## src/hdl/quadratic_form_engine_macros.svh

```systemverilog
// Assertion macros for the quadratic form engine
`ifndef QUADRATIC_FORM_ENGINE_MACROS_SVH
`define QUADRATIC_FORM_ENGINE_MACROS_SVH
`ifndef SYNTHESIS
`define QFE_ASSERT_IMP(lbl, clk, rst, ante, cons) \
  lbl: assert property (@(posedge clk) disable iff (rst) (ante) |-> (cons)) \
    else $error("qfe check failed");
`define QFE_ASSERT_NXT(lbl, clk, rst, ante, cons) \
  lbl: assert property (@(posedge clk) disable iff (rst) (ante) |=> (cons)) \
    else $error("qfe check failed");
`else
`define QFE_ASSERT_IMP(lbl, clk, rst, ante, cons)
`define QFE_ASSERT_NXT(lbl, clk, rst, ante, cons)
`endif
`endif

```

## src/hdl/qfe_mul.sv

```systemverilog
// Shared signed multiplier with product register and Q16.16 truncation
module qfe_mul (
  input  logic               clk,
  input  logic               en,
  input  logic signed [31:0] a,
  input  logic signed [31:0] b,
  output logic signed [47:0] tr
);

  logic signed [63:0] prod;

  always_ff @(posedge clk) begin
    if (en) begin
      prod <= 64'(a) * 64'(b);
    end
  end

  // drop 16 fraction bits: floor toward minus infinity
  assign tr = prod[63:16];

endmodule

```

## config.mk

```make
export PLATFORM = sky130hd
export DESIGN_NAME = qfe_mul
export DESIGN_NICKNAME = d
export VERILOG_FILES = /design/src/hdl/quadratic_form_engine_macros.svh /design/src/hdl/qfe_mul.sv
export SDC_FILE = /design/constraint.sdc
export NUM_CORES = 2
export LEC_CHECK = 0
export ABC_AREA = 1
export BUFFER_PORTS_ARGS = -buffer_cell sky130_fd_sc_hd__buf_2
export CAP_MARGIN = 20
export CORE_AREA = 5 5 343 345
export DETAILED_ROUTE_END_ITERATION = 12
export DIE_AREA = 0 0 348 350
export GPL_ROUTABILITY_DRIVEN = 0
export MAX_ROUTING_LAYER = met4
export SETUP_SLACK_MARGIN = 0.4
export SKIP_CTS_REPAIR_TIMING = 1
export SYNTH_ARGS = -nofsm -noshare
export SYNTH_HDL_FRONTEND = slang
export SYNTH_SLANG_ARGS = --single-unit
```

## constraint.sdc

```tcl
create_clock -name clk -period 8.4 [get_ports clk]
set_clock_uncertainty 0.1 [all_clocks]
set_input_delay 1.26 -clock clk [delete_from_list [all_inputs] [get_ports clk]]
set_output_delay 1.26 -clock clk [all_outputs]
set_load 0.02 [all_outputs]
```

==> results.tsv <==
stage	metric	value	unit
run_status	status	completed	
setup_path	end_kind	flop	
yosys	synth.distinct_cells	29	
yosys	netlist_instances	4952	
global_routing	grtUsageTotal	19.46	%
cells_and_area	area_delta_synth_final	10.19	%
cells_and_area	top_regs	prod (48)	
setup_path	cp-start-kind	primary input	
worst_hold_path	hold_path.class	in2reg	
cts	cts_sinks	48	
yosys	syn_area_per_cell	7.991	sq um
worst_hold_path	holdPathEnd	prod[34]	
cts	cts_root_buffer	clkbuf_16	
timing	fin_crit	7.787	ns
timing	fin_ws	0.6134	ns
setup_path	crit_path_max_incr_delay	0.58	ns
cells_and_area	multiInputGateArea	31540	sq um
timing	rsz0062_at_grt	true	
die	die-height	350	microns
route	vias	30100	
cells_and_area	fin_nets	6371	
die	dieArea	121800	sq um
placed_design	dp_slack	-0.1791	ns
die	num_io_pins	114	
cts	h-tree-depth	2	
placed_design	dp.cells	6539	
yosys	synth_seq_cells	48	
timing	max_slew_margin	53.65	%
setup_path	required	8.34	ns
route	route.met3.wl	6.123	mm
setup_path	worst-path-buf-inv	8	
route	wl	112.4	mm
setup_path	crit_path_max_fanout	16	
route	wl_met2	57.06	mm
global_routing	antenna_found_initial	5	
cts	cts_tree	yes	
cells_and_area	stdcell_count	6560	
timing	final-hold-violation-count	0	
cts	cts.clk_slew.worst_paths	0.07	ns
yosys	yosys_warnings	0	
yosys	yosysSeqAreaShare	3.642	%
run	maxCapViolCount	0	
timing	maxSlewViolCount	0	
cts	cts_buffer_depth	2	
timing	fmax	128.4	MHz
cells_and_area	top_register	prod	
die	die_w	348	microns
timing	hold_ws	1.535	ns
cells_and_area	largest_reg_flops	48	
timing	worstMarginPinSlew	0.6953	ns
global_routing	grt_pass1_vias	33260	
yosys	netlist_area	39570	sq um
cells_and_area	seq_area	1441	sq um
cells_and_area	fill_cells	11660	
placed_design	placement.io_buffers	113	
route	top_layer	met4	
setup_path	arrival	7.73	ns
cts	cts_made_buffers	5	
route	drc	0	
yosys	syn_nets	6279	
worst_hold_path	hp-start	en	
route	firstDrtPassIters	6	
placed_design	placed_cell_area	42840	sq um
placed_design	dpl.hpwl	98.20	mm
global_routing	grt_pass1_wl	182.3	mm
route	drt-initial-drc-count	1939	
worst_hold_path	holdPathStages	2	
die	rows	124	
setup_path	criticalPathCategory	in2reg	
route	via_per_inst	4.589	
setup_path	worst_path_max_delay_cell	fa_1	
global_routing	gr-total-overflow	0	
setup_path	crit_top_cell	fa_1	
timing	finalSetupViolCount	0	
route	wl_met1	45.83	mm
cells_and_area	design_area	43610	sq um
global_routing	grt_max_degree	49	
cells_and_area	drive_gt1_share	7.453	%
die	start_util	34.75	%
setup_path	critical-path-top-delay-family	adder cells	
route	post_drt_wl_per_cell	17.13	microns
timing	period_share	92.70	%
die	core	113900	sq um
route	ant_nets	0	
cell type report:
class                           instances  area share [%]
Antenna cell                            3         0.01722
Clock buffer                            5          0.2869
Clock inverter                          3          0.1578
Inverter                             1635           14.09
Multi-Input combinational cell       3077           72.34
Sequential cell                        48           3.305
Tap cell                             1512           4.338
Timing Repair Buffer                  277           5.469
placed cells by master, fill, tap and decap left out, types with 12 or more instances in the layout:
| master | instances |
|---|---|
| inv_1 | 1626 |
| nand2_1 | 1386 |
| fa_1 | 1074 |
| ha_1 | 168 |
| nor2_1 | 143 |
| buf_4 | 126 |
| buf_2 | 78 |
| a21oi_1 | 67 |
| edfxtp_1 | 48 |
| nand3_1 | 47 |
| o21ai_0 | 35 |
| buf_12 | 31 |
| xor2_1 | 24 |
| clkbuf_4 | 24 |
| nor2_2 | 16 |
| buf_6 | 14 |
| a21oi_2 | 13 |
| nand2_2 | 12 |
cells by family (layout without fill, tap and decap cells):
group                    after synthesis  after routing  share of synthesized area [%]
adder cells (fa/ha/maj)             1261           1261                          60.38
AND/OR/NAND/NOR                     1645           1645                          16.06
XOR/XNOR                              33             33                         0.7304
other                                  0              3                              0
flip-flops                            48             48                          3.642
AO/OA/AOI/OAI                        138            138                          1.859
buffers and inverters               1827           1920                          17.33
cells in the mapped netlist (all sizes together):
cell type | number | area share (%)
a21boi | 1 | 0.019
a21o | 2 | 0.038
a21oi | 81 | 1.0
buf | 1 | 0.0095
clkbuf | 191 | 1.8
clkinv | 1 | 0.0095
edfxtp | 48 | 3.6
fa | 1081 | 55
ha | 180 | 5.7
inv | 1634 | 15
nand2 | 1398 | 13
nand3 | 47 | 0.59
nand3b | 3 | 0.057
nand4 | 11 | 0.17
nor2 | 163 | 1.6
nor3 | 11 | 0.16
nor4 | 4 | 0.095
o21a | 3 | 0.057
o21ai | 39 | 0.49
o21bai | 12 | 0.23
or2 | 8 | 0.13
xnor2 | 8 | 0.18
xor2 | 25 | 0.55
layer usage:
layer  track usage (%)  vias up
met5                 -        -
met4             5.407        0
met3             1.732      180
met2             34.25      909
met1             24.11    15310
li1                  -    13710
metrics by stage:
stage / setup TNS [ns] / util, %
4_1_cts: 0 / 37.79
3_5_place_dp: -0.2993 / 37.62
5_1_grt: 0 / 38.29
3_3_place_gp: -0.2727 / 37.62
6_report: 0 / 38.29
2_1_floorplan: 0 / -
how the worst max path moves through the flow:
stage | from | to | slack (ns) | cells past startpoint
global route | b[15] | prod[46] | 0.35 | 26
floorplan | a[31] | prod[63] | 0.43 | 25
CTS | b[17] | prod[46] | 0.12 | 26
global placement | b[17] | prod[46] | -0.18 | 26
detailed placement | b[17] | prod[46] | -0.18 | 26
finish | a[16] | prod[46] | 0.61 | 26
Power is left out: the tool's default activity adds up to more than one toggle a clock period on the data nets, which glitch-free logic cannot reach.
