### src/hdl/quadratic_form_engine_macros.svh
// Assertion macros for the quadratic form engine
`ifndef QUADRATIC_FORM_ENGINE_MACROS_SVH
`define QUADRATIC_FORM_ENGINE_MACROS_SVH
`ifndef SYNTHESIS
`define QFE_ASSERT_IMP(lbl, clk, rst, ante, cons) \
  lbl: assert property (@(posedge clk) disable iff (rst) (ante) |-> (cons)) \
    else $error("qfe check failed");
`define QFE_ASSERT_NXT(lbl, clk, rst, ante, cons) \
  lbl: assert property (@(posedge clk) disable iff (rst) (ante) |=> (cons)) \
    else $error("qfe check failed");
`else
`define QFE_ASSERT_IMP(lbl, clk, rst, ante, cons)
`define QFE_ASSERT_NXT(lbl, clk, rst, ante, cons)
`endif
`endif

### src/hdl/qfe_ram.sv
// Generic single write port RAM with registered read
module qfe_ram #(
  parameter int WIDTH = 32,
  parameter int DEPTH = 64,
  localparam int AW = (DEPTH > 1) ? $clog2(DEPTH) : 1
) (
  input  logic             clk,
  input  logic             we,
  input  logic [AW-1:0]    waddr,
  input  logic [WIDTH-1:0] wdata,
  input  logic [AW-1:0]    raddr,
  output logic [WIDTH-1:0] rdata
);

  logic [WIDTH-1:0] mem [DEPTH];

  always_ff @(posedge clk) begin
    if (we) begin
      mem[waddr] <= wdata;
    end
    rdata <= mem[raddr];
  end

endmodule

### config.mk
export PLATFORM = sky130hd
export DESIGN_NAME = qfe_ram
export DESIGN_NICKNAME = d
export VERILOG_FILES = /design/src/hdl/quadratic_form_engine_macros.svh /design/src/hdl/qfe_ram.sv
export SDC_FILE = /design/constraint.sdc
export NUM_CORES = 2
export LEC_CHECK = 0
export ABC_AREA = 1
export BUFFER_PORTS_ARGS = -buffer_cell sky130_fd_sc_hd__buf_2
export CAP_MARGIN = 0
export CORE_UTILIZATION = 50
export CTS_BUF_LIST = sky130_fd_sc_hd__clkbuf_2
export CTS_CLUSTER_DIAMETER = 60
export DETAILED_ROUTE_END_ITERATION = 8
export GPL_TIMING_DRIVEN = 1
export PLACE_DENSITY = 0.65
export SLEW_MARGIN = 0
export SYNTH_ARGS = -nofsm -noshare
export SYNTH_HDL_FRONTEND = slang
export SYNTH_SLANG_ARGS = --single-unit
export TNS_END_PERCENT = 10
### constraint.sdc
create_clock -name clk -period 8.7 [get_ports clk]
set_clock_uncertainty 0.1 [all_clocks]
set_input_delay 0.87 -clock clk [delete_from_list [all_inputs] [get_ports clk]]
set_output_delay 0.87 -clock clk [all_outputs]
set_load 0.02 [all_outputs]
==> tab_implementation.tex <==
\begin{tabular}{lr}
\hline
Metric & Value \\
\hline
\multicolumn{2}{l}{\textbf{Outcome}} \\
Result of the run & finished clean \\
\multicolumn{2}{l}{\textbf{Global routing}} \\
Global-route usage over all layers & 0.289 \\
Total congestion overflow & 0 \\
Pin count of the biggest net entering global routing & 218 \\
Antenna violations before repair & 16 \\
Vias in the first global route & 54.2k \\
Wire length of the first global-routing pass & 355 mm \\
\multicolumn{2}{l}{\textbf{Power}} \\
Sequential share of power & 0.603 \\
Leakage power of the design & about 33 nW \\
Worst IR Drop VDD & $\sim$0.00011 V \\
Combinational share of power & 0.071 \\
Sum of internal, switching and leakage power & 18.5 mW \\
Reported net switching power & 4.80 mW \\
PD cells & between 200 and 250 nW/µm² \\
Share of power burned in the clock network & 0.326 \\
P\_int & 13.7 mW \\
Net switching fraction of the power & 0.260 \\
\multicolumn{2}{l}{\textbf{Setup path}} \\
Crit path max fanout & 217 \\
CP peak stage delay & 0.58 ns \\
Worst setup path startpoint & raddr[0] \\
Cell depth of the worst flop-to-flop path & 12 \\
Most common cell type on the critical path & sky130\_fd\_sc\_hd\_\_dlygate4sd3\_1 \\
Register-to-register path setup slack & around 5.3 ns \\
Critical Path End Type & register \\
Req. time, crit path & $\sim$10 ns \\
Critical-path cell with the highest stage delay & sky130\_fd\_sc\_hd\_\_dlygate4sd3\_1 \\
CP bufs+invs & 8 \\
Family with the most delay on the worst path & buffers and inverters \\
Critical register-to-register path startpoint & mem[57][10] \\
CP Data Arrival Time & 6.09 ns \\
Reg2Reg Capture Point & rdata[10] \\
Cell-by-cell trace of the critical path & dlygate4sd3\_1 > buf\_8 > inv\_16 > buf\_12 > nand2\_1 > nand3\_1 > nand3\_1 > nand3\_1 > dlygate4sd3\_1 > nand3\_1 > dlygate4sd3\_1 > nand2\_1 > dlygate4sd3\_1 > nand2\_1 > nand2\_1 > dlygate4sd3\_1 \\
Critical Path Start Type & input port \\
Critical path type & in -> reg \\
\multicolumn{2}{l}{\textbf{Cells and area}} \\
Synth-to-layout area growth & 9.25\% \\
Number of non-filler instances in the completed layout & between 9k and 10k \\
Layout cells sized above 1 & 0.138 \\
Nets & slightly above 7k \\
Final standard cell utilization of the core & 0.553 \\
\multicolumn{2}{l}{\textbf{Clocking}} \\
Cts hold-fix bufs & 91 \\
Cts repair resizes & 0 \\
Worst skew pair latency & roughly 2.0 ns \\
Buffer cell driving the clock tree root & sky130\_fd\_sc\_hd\_\_clkbuf\_2 \\
Number of buffers on the longest clock path & 4 \\
Post-CTS setup buffer count & 0 \\
TritonCTS clock tree & done \\
Reg clk slew, reported paths & 0.12 ns \\
Number of buffers inserted during clock tree synthesis & approximately 500 \\
CTS sink count & 2080 \\
Number of H-tree levels & 5 \\
\multicolumn{2}{l}{\textbf{Synth}} \\
Number of warnings reported in the yosys synthesis log & 0 \\
Post-synthesis instance total & approximately 6.8k \\
Number of flops mapped to enable cells by yosys & 2048 \\
List of most frequent post-synthesis cells & 2248 x sky130\_fd\_sc\_hd\_\_nand2\_1, 2048 x sky130\_fd\_sc\_hd\_\_edfxtp\_1, 1907 x sky130\_fd\_sc\_hd\_\_nand3\_1, 282 x sky130\_fd\_sc\_hd\_\_buf\_2, 77 x sky130\_fd\_sc\_hd\_\_clkbuf\_1 \\
Top FF cell, synth & sky130\_fd\_sc\_hd\_\_edfxtp\_1 \\
Synth Net Count & 6815 \\
Post-synthesis cell type with the largest combined area & sky130\_fd\_sc\_hd\_\_edfxtp\_1 \\
Synthesized area per cell & 12.2 µm² \\
Post-synth cell types & 16 \\
Count leader, synth & sky130\_fd\_sc\_hd\_\_nand2\_1 \\
Post-synthesis cell area & just over 80000 µm² \\
Part of the Yosys area used for sequential elements & 0.751 \\
Synth async-reset ratio & 0 \\
Yosys top cell area share & 0.743 \\
Area contributors post-synth & sky130\_fd\_sc\_hd\_\_edfxtp\_1 74\%, sky130\_fd\_sc\_hd\_\_nand3\_1 12\%, sky130\_fd\_sc\_hd\_\_nand2\_1 10\% \\
FF+latch count, synth & between 2k and 2.5k \\
\multicolumn{2}{l}{\textbf{Placement}} \\
Final estimated routing congestion in global placement & 0.849 \\
Number of placed instances, taps included & 8706 \\
Number of I/O port buffers & a little under 80 \\
DP Worst Slack & 4.06 ns \\
Half-perimeter wire length after detailed placement & 121 mm \\
\multicolumn{2}{l}{\textbf{STA}} \\
Count of pins over their slew limit & 0 \\
Number of hold violations in the final report & 0 \\
Slew Limit Headroom & 0.134 \\
Final cycle utilization of the critical path & 0.498 \\
RSZ-0062 raised after global routing & no \\
Slew at the pin closest to its max-slew limit & around 1.3 ns \\
Number of endpoints failing setup at the final stage & 0 \\
Final setup margin & 4.37 ns \\
Summed negative setup slack over all endpoints & 0 ns \\
Fmax & about 230 MHz \\
Final critical delay including setup and external delays & 4.33 ns \\
\multicolumn{2}{l}{\textbf{Detailed routing}} \\
Final wirelength & 243 mm \\
Detailed-routing iteration count for the pre-antenna-repair pass & 6 \\
Routed via count divided by cell count & 5.83 \\
Number of nets with antenna violations after detailed routing & 0 \\
Vias & $\sim$56k \\
Post-route DRC & 0 \\
Routed WL per cell & 25.2 µm \\
Drt first-iter violations & 7813 \\
\multicolumn{2}{l}{\textbf{Run}} \\
Number of max-cap violations & 0 \\
\multicolumn{2}{l}{\textbf{Hold path}} \\
Hold wc startpoint & waddr[0] \\
Class of the tightest hold or removal check & in -> reg \\
Hold Path Stages & 4 \\
Worst Hold Path EP & mem[52][14] \\
\multicolumn{2}{l}{\textbf{Die}} \\
IO Pins & between 70 and 80 \\
Vertical die dimension & 409 µm \\
Core region area & 164000 µm² \\
Std cell rows & 148 \\
Starting utilization of the core area & 0.506 \\
Area of the die & 167000 µm² \\
X dimension of the die & 409 µm \\
\hline
\end{tabular}
## worst min-delay path, stage by stage
cell	delay, ns
sky130_fd_sc_hd__dlygate4sd3_1	0.60
sky130_fd_sc_hd__buf_2	0.26
sky130_fd_sc_hd__nor4_2	0.08
sky130_fd_sc_hd__buf_4	0.24
## how the worst max path moves through the flow
| stage | slack, ns | to | cells after the start |
|---|---|---|---|
| after global routing | 4.15 | rdata[10] | 16 |
| after global placement | 4.11 | rdata[10] | 12 |
| after floorplan | 3.60 | mem[48][0] | 3 |
| final | 4.37 | rdata[10] | 16 |
| after detailed placement | 4.06 | rdata[10] | 12 |
| after CTS | 4.55 | rdata[10] | 16 |
## area by class of cell
class	count	area (µm²)
fillers	13700	73100
flip-flops and latches	2080	62100
multi-input cells	4228	18800
clock buffers	732	3660
well taps	2175	2720
repair buffers	302	2480
clock inverters	119	514
inverters	12	81.3
diodes	11	27.5
## flip-flops by register name, summed over array words and instances (netlist names)
register  flops
mem        2048
rdata        32
## cells in the final DEF (no fill, tap or decap), types with 2 or more instances in the layout
cell type | Yosys | routed
sky130_fd_sc_hd__nand2_1 | 2248 | 2248
sky130_fd_sc_hd__edfxtp_1 | 2048 | 2048
sky130_fd_sc_hd__nand3_1 | 1907 | 1907
sky130_fd_sc_hd__clkbuf_2 | 0 | 732
sky130_fd_sc_hd__buf_4 | 45 | 124
sky130_fd_sc_hd__clkinv_1 | 0 | 100
sky130_fd_sc_hd__dlygate4sd3_1 | 0 | 91
sky130_fd_sc_hd__buf_2 | 282 | 72
sky130_fd_sc_hd__nor2_4 | 0 | 56
sky130_fd_sc_hd__dfxtp_1 | 32 | 32
sky130_fd_sc_hd__diode_2 | 0 | 11
sky130_fd_sc_hd__buf_12 | 0 | 11
sky130_fd_sc_hd__nand4_1 | 9 | 9
sky130_fd_sc_hd__clkinv_2 | 0 | 9
sky130_fd_sc_hd__inv_2 | 2 | 8
sky130_fd_sc_hd__nor4_2 | 0 | 8
sky130_fd_sc_hd__inv_1 | 9 | 7
sky130_fd_sc_hd__buf_8 | 2 | 3
sky130_fd_sc_hd__inv_8 | 0 | 2
sky130_fd_sc_hd__bufinv_16 | 0 | 2
## layer usage
metal,GRT usage,up-vias,wire length [µm]
met3,0.0675,439,28700
met1,0.399,27401,95000
met2,0.453,3370,113000
met5,0,-,75
met4,0.0962,10,6650
li1,-,25114,-
## metrics by stage
step                      instance area, µm²  hold slack (ns)
final                                  90400            0.198
after global routing                   90400            0.125
after CTS                              90400           0.0114
after detailed placement               85300            0.678
after global placement                 85300            0.671
after floorplan                        82700            0.621
## power groups by stage
stage | Clock [mW] | Combinational, mW | Sequential [mW]
3_5_place_dp | 0 | 1.25 | 11.4
4_1_cts | 6.13 | 1.29 | 11.1
5_1_grt | 6.61 | 1.41 | 11.1
6_report | 6.03 | 1.31 | 11.1
2_1_floorplan | 0 | 0.681 | 11.3
3_3_place_gp | 0 | 1.23 | 11.4
## logic make-up (layout without fill, tap and decap cells)
group	count (synthesis)	count (layout)	share of synthesized area
simple gates	4228	4228	0.221
flops	2080	2080	0.751
buf+inv	461	1165	0.0278
other cells	0	11	0
(Power assumes the default switching activity.)
