===== src/hdl/quadratic_form_engine_macros.svh =====
// Assertion macros for the quadratic form engine
`ifndef QUADRATIC_FORM_ENGINE_MACROS_SVH
`define QUADRATIC_FORM_ENGINE_MACROS_SVH
`ifndef SYNTHESIS
`define QFE_ASSERT_IMP(lbl, clk, rst, ante, cons) \
  lbl: assert property (@(posedge clk) disable iff (rst) (ante) |-> (cons)) \
    else $error("qfe check failed");
`define QFE_ASSERT_NXT(lbl, clk, rst, ante, cons) \
  lbl: assert property (@(posedge clk) disable iff (rst) (ante) |=> (cons)) \
    else $error("qfe check failed");
`else
`define QFE_ASSERT_IMP(lbl, clk, rst, ante, cons)
`define QFE_ASSERT_NXT(lbl, clk, rst, ante, cons)
`endif
`endif


===== src/hdl/qfe_pkg.sv =====
// Types, codes and helpers shared by the quadratic form engine
package qfe_pkg;

  typedef enum logic [2:0] {
    K_WR_A  = 3'd0,
    K_WR_B  = 3'd1,
    K_WR_C  = 3'd2,
    K_X     = 3'd3,
    K_T     = 3'd4,
    K_CLR   = 3'd5,
    K_SCALE = 3'd6
  } kind_t;

  localparam logic [1:0] DONE_EVAL  = 2'd0;
  localparam logic [1:0] DONE_TRANS = 2'd1;
  localparam logic [1:0] DONE_SCALE = 2'd2;

  localparam logic [3:0] ACTIVE_RESET = 4'd8;

  typedef struct packed {
    logic [2:0]          kind;
    logic [2:0]          row;
    logic [2:0]          col;
    logic signed [31:0]  value;
    logic                last;
  } cmd_t;

  typedef struct packed {
    logic signed [31:0]  result_value;
    logic                overflow;
    logic [1:0]          op_done;
  } result_t;

  typedef struct packed {
    logic eval;
    logic trans;
    logic scale;
  } seq_go_t;

  typedef struct packed {
    logic               ovf;
    logic signed [31:0] value;
  } sat_t;

  typedef enum logic [4:0] {
    S_IDLE,
    S_E_RD, S_E_MUL, S_E_ACC, S_E_SAT, S_E_XS, S_E_ACC1, S_E_ACC2, S_E_FIN,
    S_T_CM, S_T_CW, S_T_RD, S_T_M1, S_T_W1, S_T_W2, S_T_M3, S_T_W3,
    S_S_RD, S_S_M, S_S_W, S_S_BM, S_S_BW, S_S_CM, S_S_CW,
    S_DONE
  } st_t;

  function automatic sat_t sat32(input logic signed [63:0] v);
    sat_t r;
    r.ovf = !((&v[63:31]) || !(|v[63:31]));
    if (!r.ovf) begin
      r.value = v[31:0];
    end else if (v[63]) begin
      r.value = 32'sh8000_0000;
    end else begin
      r.value = 32'sh7FFF_FFFF;
    end
    return r;
  endfunction

endpackage


===== src/hdl/qfe_seq.sv =====
// Sequencer: state and loop counters for evaluation, translation, scaling
module qfe_seq #(
  parameter int NUM_VARS = 8,
  localparam int IDX_W = (NUM_VARS > 1) ? $clog2(NUM_VARS) : 1
) (
  input  logic                clk,
  input  logic                rst,
  input  qfe_pkg::seq_go_t    go,
  input  logic [IDX_W-1:0]    n_m1,
  input  logic                out_free,
  output qfe_pkg::st_t        st,
  output logic [IDX_W-1:0]    i,
  output logic [IDX_W-1:0]    j
);

  localparam logic [IDX_W-1:0] NV_M1 = IDX_W'(NUM_VARS - 1);
  localparam logic [IDX_W-1:0] ONE   = IDX_W'(1);

  qfe_pkg::st_t     st_next;
  logic [IDX_W-1:0] i_next;
  logic [IDX_W-1:0] j_next;

  always_comb begin
    st_next = st;
    case (st)
      qfe_pkg::S_IDLE: begin
        if (go.eval) begin
          st_next = qfe_pkg::S_E_RD;
        end else if (go.trans) begin
          st_next = qfe_pkg::S_T_CM;
        end else if (go.scale) begin
          st_next = qfe_pkg::S_S_RD;
        end
      end
      qfe_pkg::S_E_RD:   st_next = qfe_pkg::S_E_MUL;
      qfe_pkg::S_E_MUL:  st_next = qfe_pkg::S_E_ACC;
      qfe_pkg::S_E_ACC:  st_next = (j == n_m1) ? qfe_pkg::S_E_SAT : qfe_pkg::S_E_RD;
      qfe_pkg::S_E_SAT:  st_next = qfe_pkg::S_E_XS;
      qfe_pkg::S_E_XS:   st_next = qfe_pkg::S_E_ACC1;
      qfe_pkg::S_E_ACC1: st_next = qfe_pkg::S_E_ACC2;
      qfe_pkg::S_E_ACC2: st_next = (i == n_m1) ? qfe_pkg::S_E_FIN : qfe_pkg::S_E_RD;
      qfe_pkg::S_E_FIN:  st_next = qfe_pkg::S_DONE;
      qfe_pkg::S_T_CM:   st_next = qfe_pkg::S_T_CW;
      qfe_pkg::S_T_CW:   st_next = (i == n_m1) ? qfe_pkg::S_T_RD : qfe_pkg::S_T_CM;
      qfe_pkg::S_T_RD:   st_next = qfe_pkg::S_T_M1;
      qfe_pkg::S_T_M1:   st_next = qfe_pkg::S_T_W1;
      qfe_pkg::S_T_W1:   st_next = qfe_pkg::S_T_W2;
      qfe_pkg::S_T_W2:   st_next = qfe_pkg::S_T_M3;
      qfe_pkg::S_T_M3:   st_next = qfe_pkg::S_T_W3;
      qfe_pkg::S_T_W3: begin
        st_next = (i == n_m1 && j == n_m1) ? qfe_pkg::S_DONE : qfe_pkg::S_T_RD;
      end
      qfe_pkg::S_S_RD:   st_next = qfe_pkg::S_S_M;
      qfe_pkg::S_S_M:    st_next = qfe_pkg::S_S_W;
      qfe_pkg::S_S_W: begin
        st_next = (i == NV_M1 && j == NV_M1) ? qfe_pkg::S_S_BM : qfe_pkg::S_S_RD;
      end
      qfe_pkg::S_S_BM:   st_next = qfe_pkg::S_S_BW;
      qfe_pkg::S_S_BW:   st_next = (i == NV_M1) ? qfe_pkg::S_S_CM : qfe_pkg::S_S_BM;
      qfe_pkg::S_S_CM:   st_next = qfe_pkg::S_S_CW;
      qfe_pkg::S_S_CW:   st_next = qfe_pkg::S_DONE;
      qfe_pkg::S_DONE:   st_next = out_free ? qfe_pkg::S_IDLE : qfe_pkg::S_DONE;
      default:           st_next = qfe_pkg::S_IDLE;
    endcase
  end

  always_comb begin
    i_next = i;
    j_next = j;
    case (st)
      qfe_pkg::S_IDLE: begin
        i_next = '0;
        j_next = '0;
      end
      qfe_pkg::S_E_ACC: begin
        j_next = (j == n_m1) ? '0 : j + ONE;
      end
      qfe_pkg::S_E_ACC2: begin
        i_next = i + ONE;
      end
      qfe_pkg::S_T_CW: begin
        i_next = (i == n_m1) ? '0 : i + ONE;
      end
      qfe_pkg::S_T_W3: begin
        if (j == n_m1) begin
          j_next = '0;
          i_next = i + ONE;
        end else begin
          j_next = j + ONE;
        end
      end
      qfe_pkg::S_S_W: begin
        if (j == NV_M1) begin
          j_next = '0;
          i_next = (i == NV_M1) ? '0 : i + ONE;
        end else begin
          j_next = j + ONE;
        end
      end
      qfe_pkg::S_S_BW: begin
        i_next = i + ONE;
      end
      default: begin
        i_next = i;
        j_next = j;
      end
    endcase
  end

  always_ff @(posedge clk) begin
    if (rst) begin
      st <= qfe_pkg::S_IDLE;
      i  <= '0;
      j  <= '0;
    end else begin
      st <= st_next;
      i  <= i_next;
      j  <= j_next;
    end
  end

endmodule


===== config.mk =====
export PLATFORM = sky130hd
export DESIGN_NAME = qfe_seq
export DESIGN_NICKNAME = d
export VERILOG_FILES = /design/src/hdl/quadratic_form_engine_macros.svh /design/src/hdl/qfe_pkg.sv /design/src/hdl/qfe_seq.sv
export SDC_FILE = /design/constraint.sdc
export NUM_CORES = 1
export LEC_CHECK = 0
export BUFFER_PORTS_ARGS = -buffer_cell sky130_fd_sc_hd__buf_4
export CAP_MARGIN = 10
export CELL_PAD_IN_SITES_DETAIL_PLACEMENT = 2
export CELL_PAD_IN_SITES_GLOBAL_PLACEMENT = 2
export CORE_MARGIN = 3
export CORE_UTILIZATION = 25
export DETAILED_ROUTE_END_ITERATION = 16
export PLACE_DENSITY_LB_ADDON = 0.12
export SKIP_CTS_REPAIR_TIMING = 1
export SLEW_MARGIN = 20
export SYNTH_ARGS = -nofsm -noshare
export SYNTH_HDL_FRONTEND = slang
export SYNTH_SLANG_ARGS = --single-unit

===== constraint.sdc =====
create_clock -name clk -period 2.01 [get_ports clk]
set_input_delay 0.402 -clock clk [delete_from_list [all_inputs] [get_ports clk]]
set_output_delay 0.402 -clock clk [all_outputs]
set_load 0.02 [all_outputs]

==> insert_results.sql, run 1 <==
INSERT INTO impl_metrics (metric_group, metric, value, unit) VALUES
('run_status', 'outcome', 'finished clean', ''),
('clock_network', 'clk_pin_slew', '0.05', 'ns'),
('worst_setup_path', 'cp_data_arrival_time', '2.05', 'ns'),
('synthesis', 'yosys-top-cells-area', 'sky130_fd_sc_hd__dfxtp_1, sky130_fd_sc_hd__ha_1, sky130_fd_sc_hd__nand3b_1', ''),
('synthesis', 'postSynthNetCount', '142', ''),
('global_routing', 'grt_pass1_wl', '5796', 'um'),
('clock_network', 'root_buffer', 'sky130_fd_sc_hd__clkbuf_8', ''),
('timing', 'timing.fmax', '0.5265', 'GHz'),
('clock_network', 'clock_tree_from_tritoncts', 'done', ''),
('timing', 'fin_setup_tns', '0', 'ns'),
('hold_path', 'holdCritPathClass', 'primary input to register', ''),
('global_routing', 'grt_start_max_net_pins', '15', ''),
('global_routing', 'grt_overflow_total', '0', ''),
('worst_setup_path', 'worstSetupEndpointType', 'register', ''),
('synthesis', 'ys_seq_elements', '11', ''),
('finish', 'flow.area_growth_from_synthesis', '26.88', '%'),
('power_and_ir_drop', 'power_density_cells', '1257', 'nW/um^2'),
('synthesis', 'asyncSetResetFlopFracSynth', '0', '%'),
('synthesis', 'synth.lib_cells_used.distinct', '46', ''),
('worst_setup_path', 'critical_path_peak_fanout', '5', ''),
('timing', 'rsz0062_at_grt', 'no', ''),
('floorplanning', 'die_y', '68.68', 'um'),
('global_routing', 'via_count_of_the_first_global_routing_pass', '1129', ''),
('route', 'drt_wl_total', '3543', 'um'),
('timing', 'worst_slew_margin_rel', '67.43', '%'),
('clock_network', 'clock_tree.buffer_depth', '2', ''),
('worst_setup_path', 'timing.critical_path.from_type', 'register', ''),
('finish', 'nNetsFinal', '164', ''),
('worst_setup_path', 'criticalPathCategory', 'register to register', ''),
('clock_network', 'clock_sinks', '11', ''),
('power_and_ir_drop', 'vdd.ir_drop.worst', '0.3865', 'mV'),
('floorplanning', 'fp.dieArea', '4717', 'um^2'),
('synthesis', 'synth.top_cell.area_share', '22.42', '%'),
('timing', 'timing.final.hold_violations', '0', ''),
('placed_design', 'finalWeightedCongestion', '0.7720', ''),
('placed_design', 'post-dp-hpwl', '2800', 'um'),
('route', 'via_per_inst', '5.434', ''),
('synthesis', 'share_of_the_yosys_chip_area_belonging_to_registers', '22.42', '%'),
('timing', 'min_period_over_period', '94.49', '%'),
('clock_network', 'clkLatencyLatePin', '0.24', 'ns'),
('synthesis', 'synth.cells.most_frequent', 'sky130_fd_sc_hd__dfxtp_1, sky130_fd_sc_hd__nand2_1, sky130_fd_sc_hd__nor2_1, sky130_fd_sc_hd__clkbuf_1, sky130_fd_sc_hd__nand3b_1', ''),
('floorplanning', 'row_count', '22', ''),
('synthesis', 'syn-cell-area', '982.2', 'um^2'),
('worst_setup_path', 'required', '2.16', 'ns'),
('global_routing', 'initial_antenna_violation_count', '0', ''),
('timing', 'finalCriticalPeriod', '1.899', 'ns'),
('global_routing', 'groute.usage.overall', '16.68', '%'),
('timing', 'setup_viol', '0', ''),
('synthesis', 'main_flop_type_after_synthesis', 'sky130_fd_sc_hd__dfxtp_1', ''),
('route', 'drc_errors', '0', ''),
('synthesis', 'number_of_synthesized_flops_with_an_enable_pin', '0', ''),
('timing', 'fin_skew', '0.001717', 'ns'),
('finish', 'ratio_of_cells_with_drive_above_1_in_the_final_layout', '24.67', '%'),
('floorplanning', 'ios', '20', ''),
('synthesis', 'yosys_warnings', '0', ''),
('placed_design', 'count_of_buffers_inserted_at_the_top_level_ports', '19', ''),
('synthesis', 'dominant_cell_type_by_area_after_synthesis', 'sky130_fd_sc_hd__dfxtp_1', ''),
('clock_network', 'htree_levels', '1', ''),
('timing', 'worst_slew_pin_slew', '0.4841', 'ns'),
('route', 'drtIter0Drc', '50', ''),
('power_and_ir_drop', 'fin_total_pwr', '1.567', 'mW'),
('route', 'final_antenna_net_count', '0', ''),
('synthesis', 'synthesis.area_per_instance', '7.614', 'um^2'),
('timing', 'report.final.slew_viol_count', '0', ''),
('power_and_ir_drop', 'leakage', '0.4976', 'nW'),
('route', 'average_wire_per_standard_cell', '17.89', 'um'),
('synthesis', 'synthCells', '129', ''),
('floorplanning', 'die-width', '68.68', 'um'),
('route', 'drt_first_pass_iters', '4', ''),
('floorplanning', 'start_util', '26.43', '%'),
('clock_network', 'tritoncts.num_buffers', '3', ''),
('floorplanning', 'design.core.area', '3716', 'um^2'),
('finish', 'ant_cells', '0', ''),
('flow_run', 'max_cap_violations', '0', ''),
('route', 'route.vias.total', '1076', '');
## power by group
part / leakage [nW] / switching, mW / internal, mW
Clock: 0.0228 / 0.0915 / 0.140
Combinational: 0.385 / 0.564 / 0.383
Sequential: 0.0900 / 0.115 / 0.273
## flip-flops by register name, indices dropped and copies added (netlist names)
signal / count
i: 3
j: 3
st: 5
## per-layer routing
metal  share of wire, %  global-route usage [%]  routed length (um)  vias to the layer above
li1                   -                       -                   -                      527
met1                 48                   21.79                1710                      532
met2                 48                   27.89                1683                       13
met3                3.0                   4.052                 106                        4
met4                1.2                   2.978                  42                        0
met5                  0                       0                   0                        -
## path summary, 6_finish.rpt
path              depth (start not counted)  slack (ns)  start  endpoint
setup / recovery                          5        0.11   i[0]      i[0]
hold / removal                            2        0.43    rst     st[1]
setup reg to reg                          5        0.11   i[0]      i[0]
hold reg to reg                           1        0.52   j[2]      j[2]
## worst max-delay path, stage by stage (launching register included)
cell and delay, ns:
sky130_fd_sc_hd__dfxtp_1 0.36, sky130_fd_sc_hd__ha_1 0.22, sky130_fd_sc_hd__ha_1 0.23, sky130_fd_sc_hd__or4_1 0.53, sky130_fd_sc_hd__a41o_1 0.29, sky130_fd_sc_hd__o31ai_2 0.19
## area by class of cell
cell class,count,area [um^2]
fill,442,2470
multi-input combinational,102,688.2
sequential,11,221.5
timing repair buffer,28,210.2
tap,48,60.06
clock buffer,4,45.04
inverter,5,21.27
## kinds of logic (layout without fill, tap and decap cells)
kind of cell               Yosys count  count (layout)  share of synthesized area [%]
buffers and inverters               16              37                          8.025
and+or+nand+nor                     54              54                          30.70
AOI/OAI and AO/OA                   37              37                          27.52
DFF                                 11              11                          22.42
adders and majority gates            4               4                          5.096
xor gates and xnor gates             7               7                          6.242
## stage by stage
| stage | instances | utilization, % | hold WS (ns) | worst slack, ns | instance area (um^2) |
|---|---|---|---|---|---|
| after floorplan | 129 | - | 0.5799 | 0.1970 | 982.2 |
| after detailed placement | 194 | 32.15 | 0.5229 | 0.09344 | 1195 |
| final | 198 | 33.54 | 0.4325 | 0.1108 | 1246 |
| after CTS | 198 | 33.37 | 0.4353 | 0.05456 | 1240 |
| after global routing | 198 | 33.54 | 0.4495 | 0.02900 | 1246 |
| after global placement | 194 | 32.15 | 0.5172 | 0.2313 | 1195 |
## placed cells by master (no fill, tap or decap), drive strengths merged, types with 3 or more instances in the layout
cell type and n:
nor3 4, clkbuf 4, nand3b 6, xor2 3, o31ai 3, nor2 10
a31oi 5, nand2b 3, or3 4, dfxtp 11, a21oi 4, inv 5
nand2 11, nand3 5, nor4 3, xnor2 4, a211oi 3, buf 28
ha 4, o21ai 6
No activity file was read; power rests on OpenSTA's default activity.
==> run 2: changes to the inputs <==
Settings changed: CORE_UTILIZATION 25 to 30, REMOVE_ABC_BUFFERS set to 1.
==> insert_results.sql, run 2 (synthesized netlist as in run 1, its figures left out) <==
INSERT INTO impl_metrics (metric_group, metric, value, unit) VALUES
('finish', 'ratio_of_cells_with_drive_above_1_in_the_final_layout', '23.65', '%'),
('clock_network', 'tritoncts.num_buffers', '3', ''),
('clock_network', 'clock_tree_from_tritoncts', 'done', ''),
('worst_setup_path', 'timing.critical_path.from_type', 'register', ''),
('floorplanning', 'die_y', '63.22', 'um'),
('route', 'average_wire_per_standard_cell', '18.41', 'um'),
('floorplanning', 'design.core.area', '3078', 'um^2'),
('route', 'via_per_inst', '5.677', ''),
('timing', 'rsz0062_at_grt', 'no', ''),
('clock_network', 'clk_pin_slew', '0.08', 'ns'),
('route', 'route.vias.total', '1090', ''),
('hold_path', 'holdCritPathClass', 'primary input to register', ''),
('placed_design', 'finalWeightedCongestion', '0.7920', ''),
('floorplanning', 'start_util', '31.91', '%'),
('timing', 'worst_slack', '0.1179', 'ns'),
('global_routing', 'initial_antenna_violation_count', '0', ''),
('timing', 'fin_skew', '0.002632', 'ns'),
('global_routing', 'grt_start_max_net_pins', '19', ''),
('floorplanning', 'ios', '20', ''),
('timing', 'timing.final.hold_violations', '0', ''),
('clock_network', 'root_buffer', 'sky130_fd_sc_hd__clkbuf_4', ''),
('finish', 'flow.area_growth_from_synthesis', '22.55', '%'),
('power_and_ir_drop', 'vdd.ir_drop.worst', '0.3802', 'mV'),
('worst_setup_path', 'timing.rr.start', 'i[0]', ''),
('global_routing', 'groute.usage.overall', '19.35', '%'),
('route', 'final_antenna_net_count', '0', ''),
('placed_design', 'post-dp-hpwl', '2665', 'um'),
('worst_setup_path', 'criticalPathCategory', 'register to register', ''),
('run_status', 'outcome', 'finished clean', ''),
('worst_setup_path', 'critical_path_peak_fanout', '5', ''),
('global_routing', 'grt_overflow_total', '0', ''),
('worst_setup_path', 'worstSetupEndpointType', 'register', ''),
('power_and_ir_drop', 'leakage', '0.4772', 'nW'),
('floorplanning', 'row_count', '20', ''),
('flow_run', 'max_cap_violations', '0', ''),
('placed_design', 'count_of_buffers_inserted_at_the_top_level_ports', '19', ''),
('timing', 'fin_setup_tns', '0', 'ns'),
('timing', 'finalCriticalPeriod', '1.892', 'ns'),
('clock_network', 'clock_sinks', '11', ''),
('finish', 'layout.cells.most_common', 'sky130_fd_sc_hd__buf_4', ''),
('worst_setup_path', 'ff2ff_setup_slack', '0.12', 'ns'),
('clock_network', 'htree_levels', '1', ''),
('clock_network', 'clock_tree.buffer_depth', '2', ''),
('clock_network', 'clkLatencyLatePin', '0.28', 'ns'),
('worst_setup_path', 'required', '2.21', 'ns'),
('placed_design', 'placement.setup.worst_slack', '0.1317', 'ns'),
('global_routing', 'grt_pass1_wl', '6113', 'um'),
('timing', 'timing.fmax', '0.5285', 'GHz'),
('finish', 'ant_cells', '0', ''),
('finish', 'biggestRegsByFlops', 'st x5, i x3, j x3', ''),
('finish', 'largest-register', 'st', ''),
('timing', 'worst_slew_pin_slew', '0.5161', 'ns'),
('route', 'drt_wl_total', '3534', 'um'),
('route', 'drc_errors', '0', ''),
('finish', 'nNetsFinal', '162', ''),
('worst_setup_path', 'endpoint', 'i[1]', ''),
('worst_setup_path', 'ff2ff_path_depth', '5', ''),
('timing', 'setup_viol', '0', ''),
('timing', 'report.final.slew_viol_count', '0', ''),
('worst_setup_path', 'rr_endpoint', 'i[1]', ''),
('floorplanning', 'fp.dieArea', '3997', 'um^2'),
('finish', 'largest_register_ffs', '5', ''),
('floorplanning', 'die-width', '63.22', 'um'),
('timing', 'worst_slew_margin_rel', '65.54', '%'),
('finish', 'layout_common_cells', 'sky130_fd_sc_hd__buf_4, sky130_fd_sc_hd__nand2_1, sky130_fd_sc_hd__nor2_1', ''),
('worst_setup_path', 'cp_data_arrival_time', '2.09', 'ns'),
('route', 'drtIter0Drc', '36', ''),
('global_routing', 'via_count_of_the_first_global_routing_pass', '1243', ''),
('worst_setup_path', 'setup.worst_path.start', 'i[0]', ''),
('timing', 'min_period_over_period', '94.14', '%'),
('route', 'drt_first_pass_iters', '4', ''),
('power_and_ir_drop', 'power_density_cells', '1226', 'nW/um^2');
run 2: how the worst min path moves through the flow:
| stage | start | to | slack, ns | cells past startpoint |
|---|---|---|---|---|
| detailed placement | j[2] | j[2] | 0.51 | 1 |
| floorplan | rst | st[1] | 0.47 | 1 |
| CTS | rst | st[1] | 0.40 | 2 |
| global placement | j[2] | j[2] | 0.52 | 1 |
| finish | rst | st[1] | 0.40 | 2 |
| global route | rst | st[1] | 0.42 | 2 |
run 2: power by group:
group	switching (mW)	internal (mW)
clock	0.0898	0.0771
sequential	0.128	0.273
combinational	0.546	0.362
run 2: critical path: stages, from the launching register on:
cell	delay, ns
sky130_fd_sc_hd__dfxtp_2	0.35
sky130_fd_sc_hd__ha_1	0.20
sky130_fd_sc_hd__ha_1	0.23
sky130_fd_sc_hd__or4_1	0.54
sky130_fd_sc_hd__a41o_1	0.29
sky130_fd_sc_hd__o31ai_1	0.19
run 2: per-stage QoR:
stage               power [mW]  utilization (%)  cell area, um^2  cells  hold slack [ns]
floorplan               0.9400                -            924.6    118           0.4714
global placement         1.270            38.17             1175    188           0.5157
detailed placement       1.310            38.17             1175    188           0.5135
CTS                      1.488            39.02             1201    192           0.3991
global route             1.613            39.11             1204    192           0.4239
finish                   1.476            39.11             1204    192           0.4040
run 2: per-layer routing:
metal,GRT usage [%],vias up,wire (um)
li1,-,528,-
met1,23.05,534,1636
met2,35.18,23,1737
met3,3.387,5,119
met4,5.660,0,40
met5,0,-,0
run 2: area by class of cell:
class                      instances  area, um^2
fill                             381        1874
multi-input combinational        102       683.2
sequential                        11       222.7
timing repair buffer              26       195.2
tap                               44       55.05
clock buffer                       4       26.28
inverter                           5       21.27
==> run 3: changes to the inputs <==
Settings changed: RECOVER_POWER set to 50.
==> insert_results.sql, run 3 (synthesized netlist as in run 1, its figures left out) <==
INSERT INTO impl_metrics (metric_group, metric, value, unit) VALUES
('placed_design', 'finalWeightedCongestion', '0.7920', ''),
('timing', 'setup_viol', '0', ''),
('worst_setup_path', 'criticalPathCategory', 'register to register', ''),
('finish', 'largest-register', 'st', ''),
('route', 'average_wire_per_standard_cell', '18.34', 'um'),
('global_routing', 'via_count_of_the_first_global_routing_pass', '1243', ''),
('timing', 'rsz0062_at_grt', 'no', ''),
('floorplanning', 'row_count', '20', ''),
('route', 'route.vias.total', '1086', ''),
('placed_design', 'placed_cells_incl_taps', '188', ''),
('finish', 'layout.cells.most_common', 'sky130_fd_sc_hd__buf_4', ''),
('clock_network', 'clock_sinks', '11', ''),
('finish', 'flow.area_growth_from_synthesis', '19.62', '%'),
('power_and_ir_drop', 'power_density_cells', '1237', 'nW/um^2'),
('placed_design', 'count_of_buffers_inserted_at_the_top_level_ports', '19', ''),
('route', 'drt_first_pass_iters', '4', ''),
('timing', 'finalCriticalPeriod', '1.891', 'ns'),
('finish', 'fin_area', '1175', 'um^2'),
('finish', 'nNetsFinal', '162', ''),
('floorplanning', 'die_y', '63.22', 'um'),
('power_and_ir_drop', 'vdd.ir_drop.worst', '0.3572', 'mV'),
('finish', 'final_core_util', '38.17', '%'),
('finish', 'largest_register_ffs', '5', ''),
('floorplanning', 'die-width', '63.22', 'um'),
('worst_setup_path', 'required', '2.21', 'ns'),
('flow_run', 'max_cap_violations', '0', ''),
('finish', 'ratio_of_cells_with_drive_above_1_in_the_final_layout', '18.92', '%'),
('clock_network', 'htree_levels', '1', ''),
('finish', 'fillerInstances', '386', ''),
('finish', 'final-instance-count-excl-fill', '192', ''),
('worst_setup_path', 'cp_data_arrival_time', '2.09', 'ns'),
('finish', 'biggestRegsByFlops', 'st x5, i x3, j x3', ''),
('finish', 'ant_cells', '0', ''),
('worst_setup_path', 'critical_path_peak_fanout', '5', ''),
('route', 'drtIter0Drc', '41', ''),
('worst_setup_path', 'timing.critical_path.from_type', 'register', ''),
('floorplanning', 'start_util', '31.91', '%'),
('placed_design', 'post-dp-hpwl', '2665', 'um'),
('clock_network', 'clk_pin_slew', '0.08', 'ns'),
('placed_design', 'placed_area', '1175', 'um^2'),
('clock_network', 'tritoncts.num_buffers', '3', ''),
('placed_design', 'placement.setup.worst_slack', '0.1317', 'ns'),
('clock_network', 'root_buffer', 'sky130_fd_sc_hd__clkbuf_4', ''),
('floorplanning', 'fp.dieArea', '3997', 'um^2'),
('run_status', 'outcome', 'finished clean', ''),
('clock_network', 'clock_tree_from_tritoncts', 'done', ''),
('floorplanning', 'design.core.area', '3078', 'um^2'),
('route', 'drc_errors', '0', ''),
('clock_network', 'clock_tree.buffer_depth', '2', ''),
('clock_network', 'clkLatencyLatePin', '0.28', 'ns'),
('timing', 'timing.fmax', '0.5287', 'GHz'),
('global_routing', 'initial_antenna_violation_count', '0', ''),
('route', 'drt_wl_total', '3521', 'um'),
('timing', 'report.final.slew_viol_count', '0', ''),
('timing', 'worst_slew_pin_slew', '0.5024', 'ns'),
('global_routing', 'grt_overflow_total', '0', ''),
('timing', 'fin_setup_tns', '0', 'ns'),
('global_routing', 'grt_pass1_wl', '6113', 'um'),
('timing', 'fin_skew', '0.001252', 'ns'),
('route', 'final_antenna_net_count', '0', ''),
('timing', 'timing.final.hold_violations', '0', ''),
('timing', 'min_period_over_period', '94.09', '%'),
('hold_path', 'holdCritPathClass', 'primary input to register', ''),
('power_and_ir_drop', 'leakage', '0.4469', 'nW'),
('global_routing', 'grt_start_max_net_pins', '19', ''),
('global_routing', 'groute.usage.overall', '19.35', '%'),
('floorplanning', 'ios', '20', ''),
('finish', 'layout_common_cells', 'sky130_fd_sc_hd__buf_4, sky130_fd_sc_hd__nand2_1, sky130_fd_sc_hd__nor2_1', ''),
('route', 'via_per_inst', '5.656', ''),
('timing', 'worst_slack', '0.1187', 'ns'),
('timing', 'worst_slew_margin_rel', '66.46', '%'),
('worst_setup_path', 'worstSetupEndpointType', 'register', '');
==> run 3: changes by cell type in the layout (fill, tap and decap cells not counted) <==
| cell | before | now |
|---|---|---|
| sky130_fd_sc_hd__clkbuf_1 | 1 | 8 |
| sky130_fd_sc_hd__buf_4 | 26 | 18 |
| sky130_fd_sc_hd__clkbuf_2 | 0 | 1 |
==> run 3: final cells by class <==
cell class / instances / area, um^2 / share of cell area (%)
inverters: 5 / 21.27 / 1.810
multi-input cells: 102 / 683.2 / 58.15
well taps: 44 / 55.05 / 4.686
clock buffers: 4 / 26.28 / 2.236
flip-flops and latches: 11 / 222.7 / 18.96
repair buffers: 26 / 166.4 / 14.16
==> run 3: per-layer routing <==
metal | vias to the layer above | share of wire, % | wire, um | track usage (%)
li1 | 527 | - | - | -
met1 | 531 | 46 | 1637 | 23.05
met2 | 23 | 49 | 1721 | 35.18
met3 | 5 | 3.4 | 120 | 3.387
met4 | 0 | 1.2 | 41 | 5.660
met5 | - | 0 | 0 | 0
==> run 3: worst max-delay path, cell delays in order, from the launching register on <==
cell and delay [ns]:
sky130_fd_sc_hd__dfxtp_2 0.35, sky130_fd_sc_hd__ha_1 0.20, sky130_fd_sc_hd__ha_1 0.23, sky130_fd_sc_hd__or4_1 0.54, sky130_fd_sc_hd__a41o_1 0.29, sky130_fd_sc_hd__o31ai_1 0.19
==> run 3: power by group <==
group	internal, mW	switching, mW
registers	0.273	0.127
clock network	0.0771	0.0897
logic	0.340	0.547
==> run 3: path summary, 6_finish.rpt <==
| path | from | endpoint | slack (ns) | cells after the start |
|---|---|---|---|---|
| setup / recovery | i[0] | i[1] | 0.12 | 5 |
| hold / removal | rst | st[1] | 0.40 | 2 |
| setup reg to reg | i[0] | i[1] | 0.12 | 5 |
| hold reg to reg | i[0] | i[0] | 0.50 | 1 |
==> run 3: through the flow <==
step | hold WS (ns) | power [mW]
6_report | 0.4042 | 1.453
5_1_grt | 0.4239 | 1.592
4_1_cts | 0.3991 | 1.488
3_5_place_dp | 0.5135 | 1.310
3_3_place_gp | 0.5157 | 1.270
2_1_floorplan | 0.4714 | 0.9400
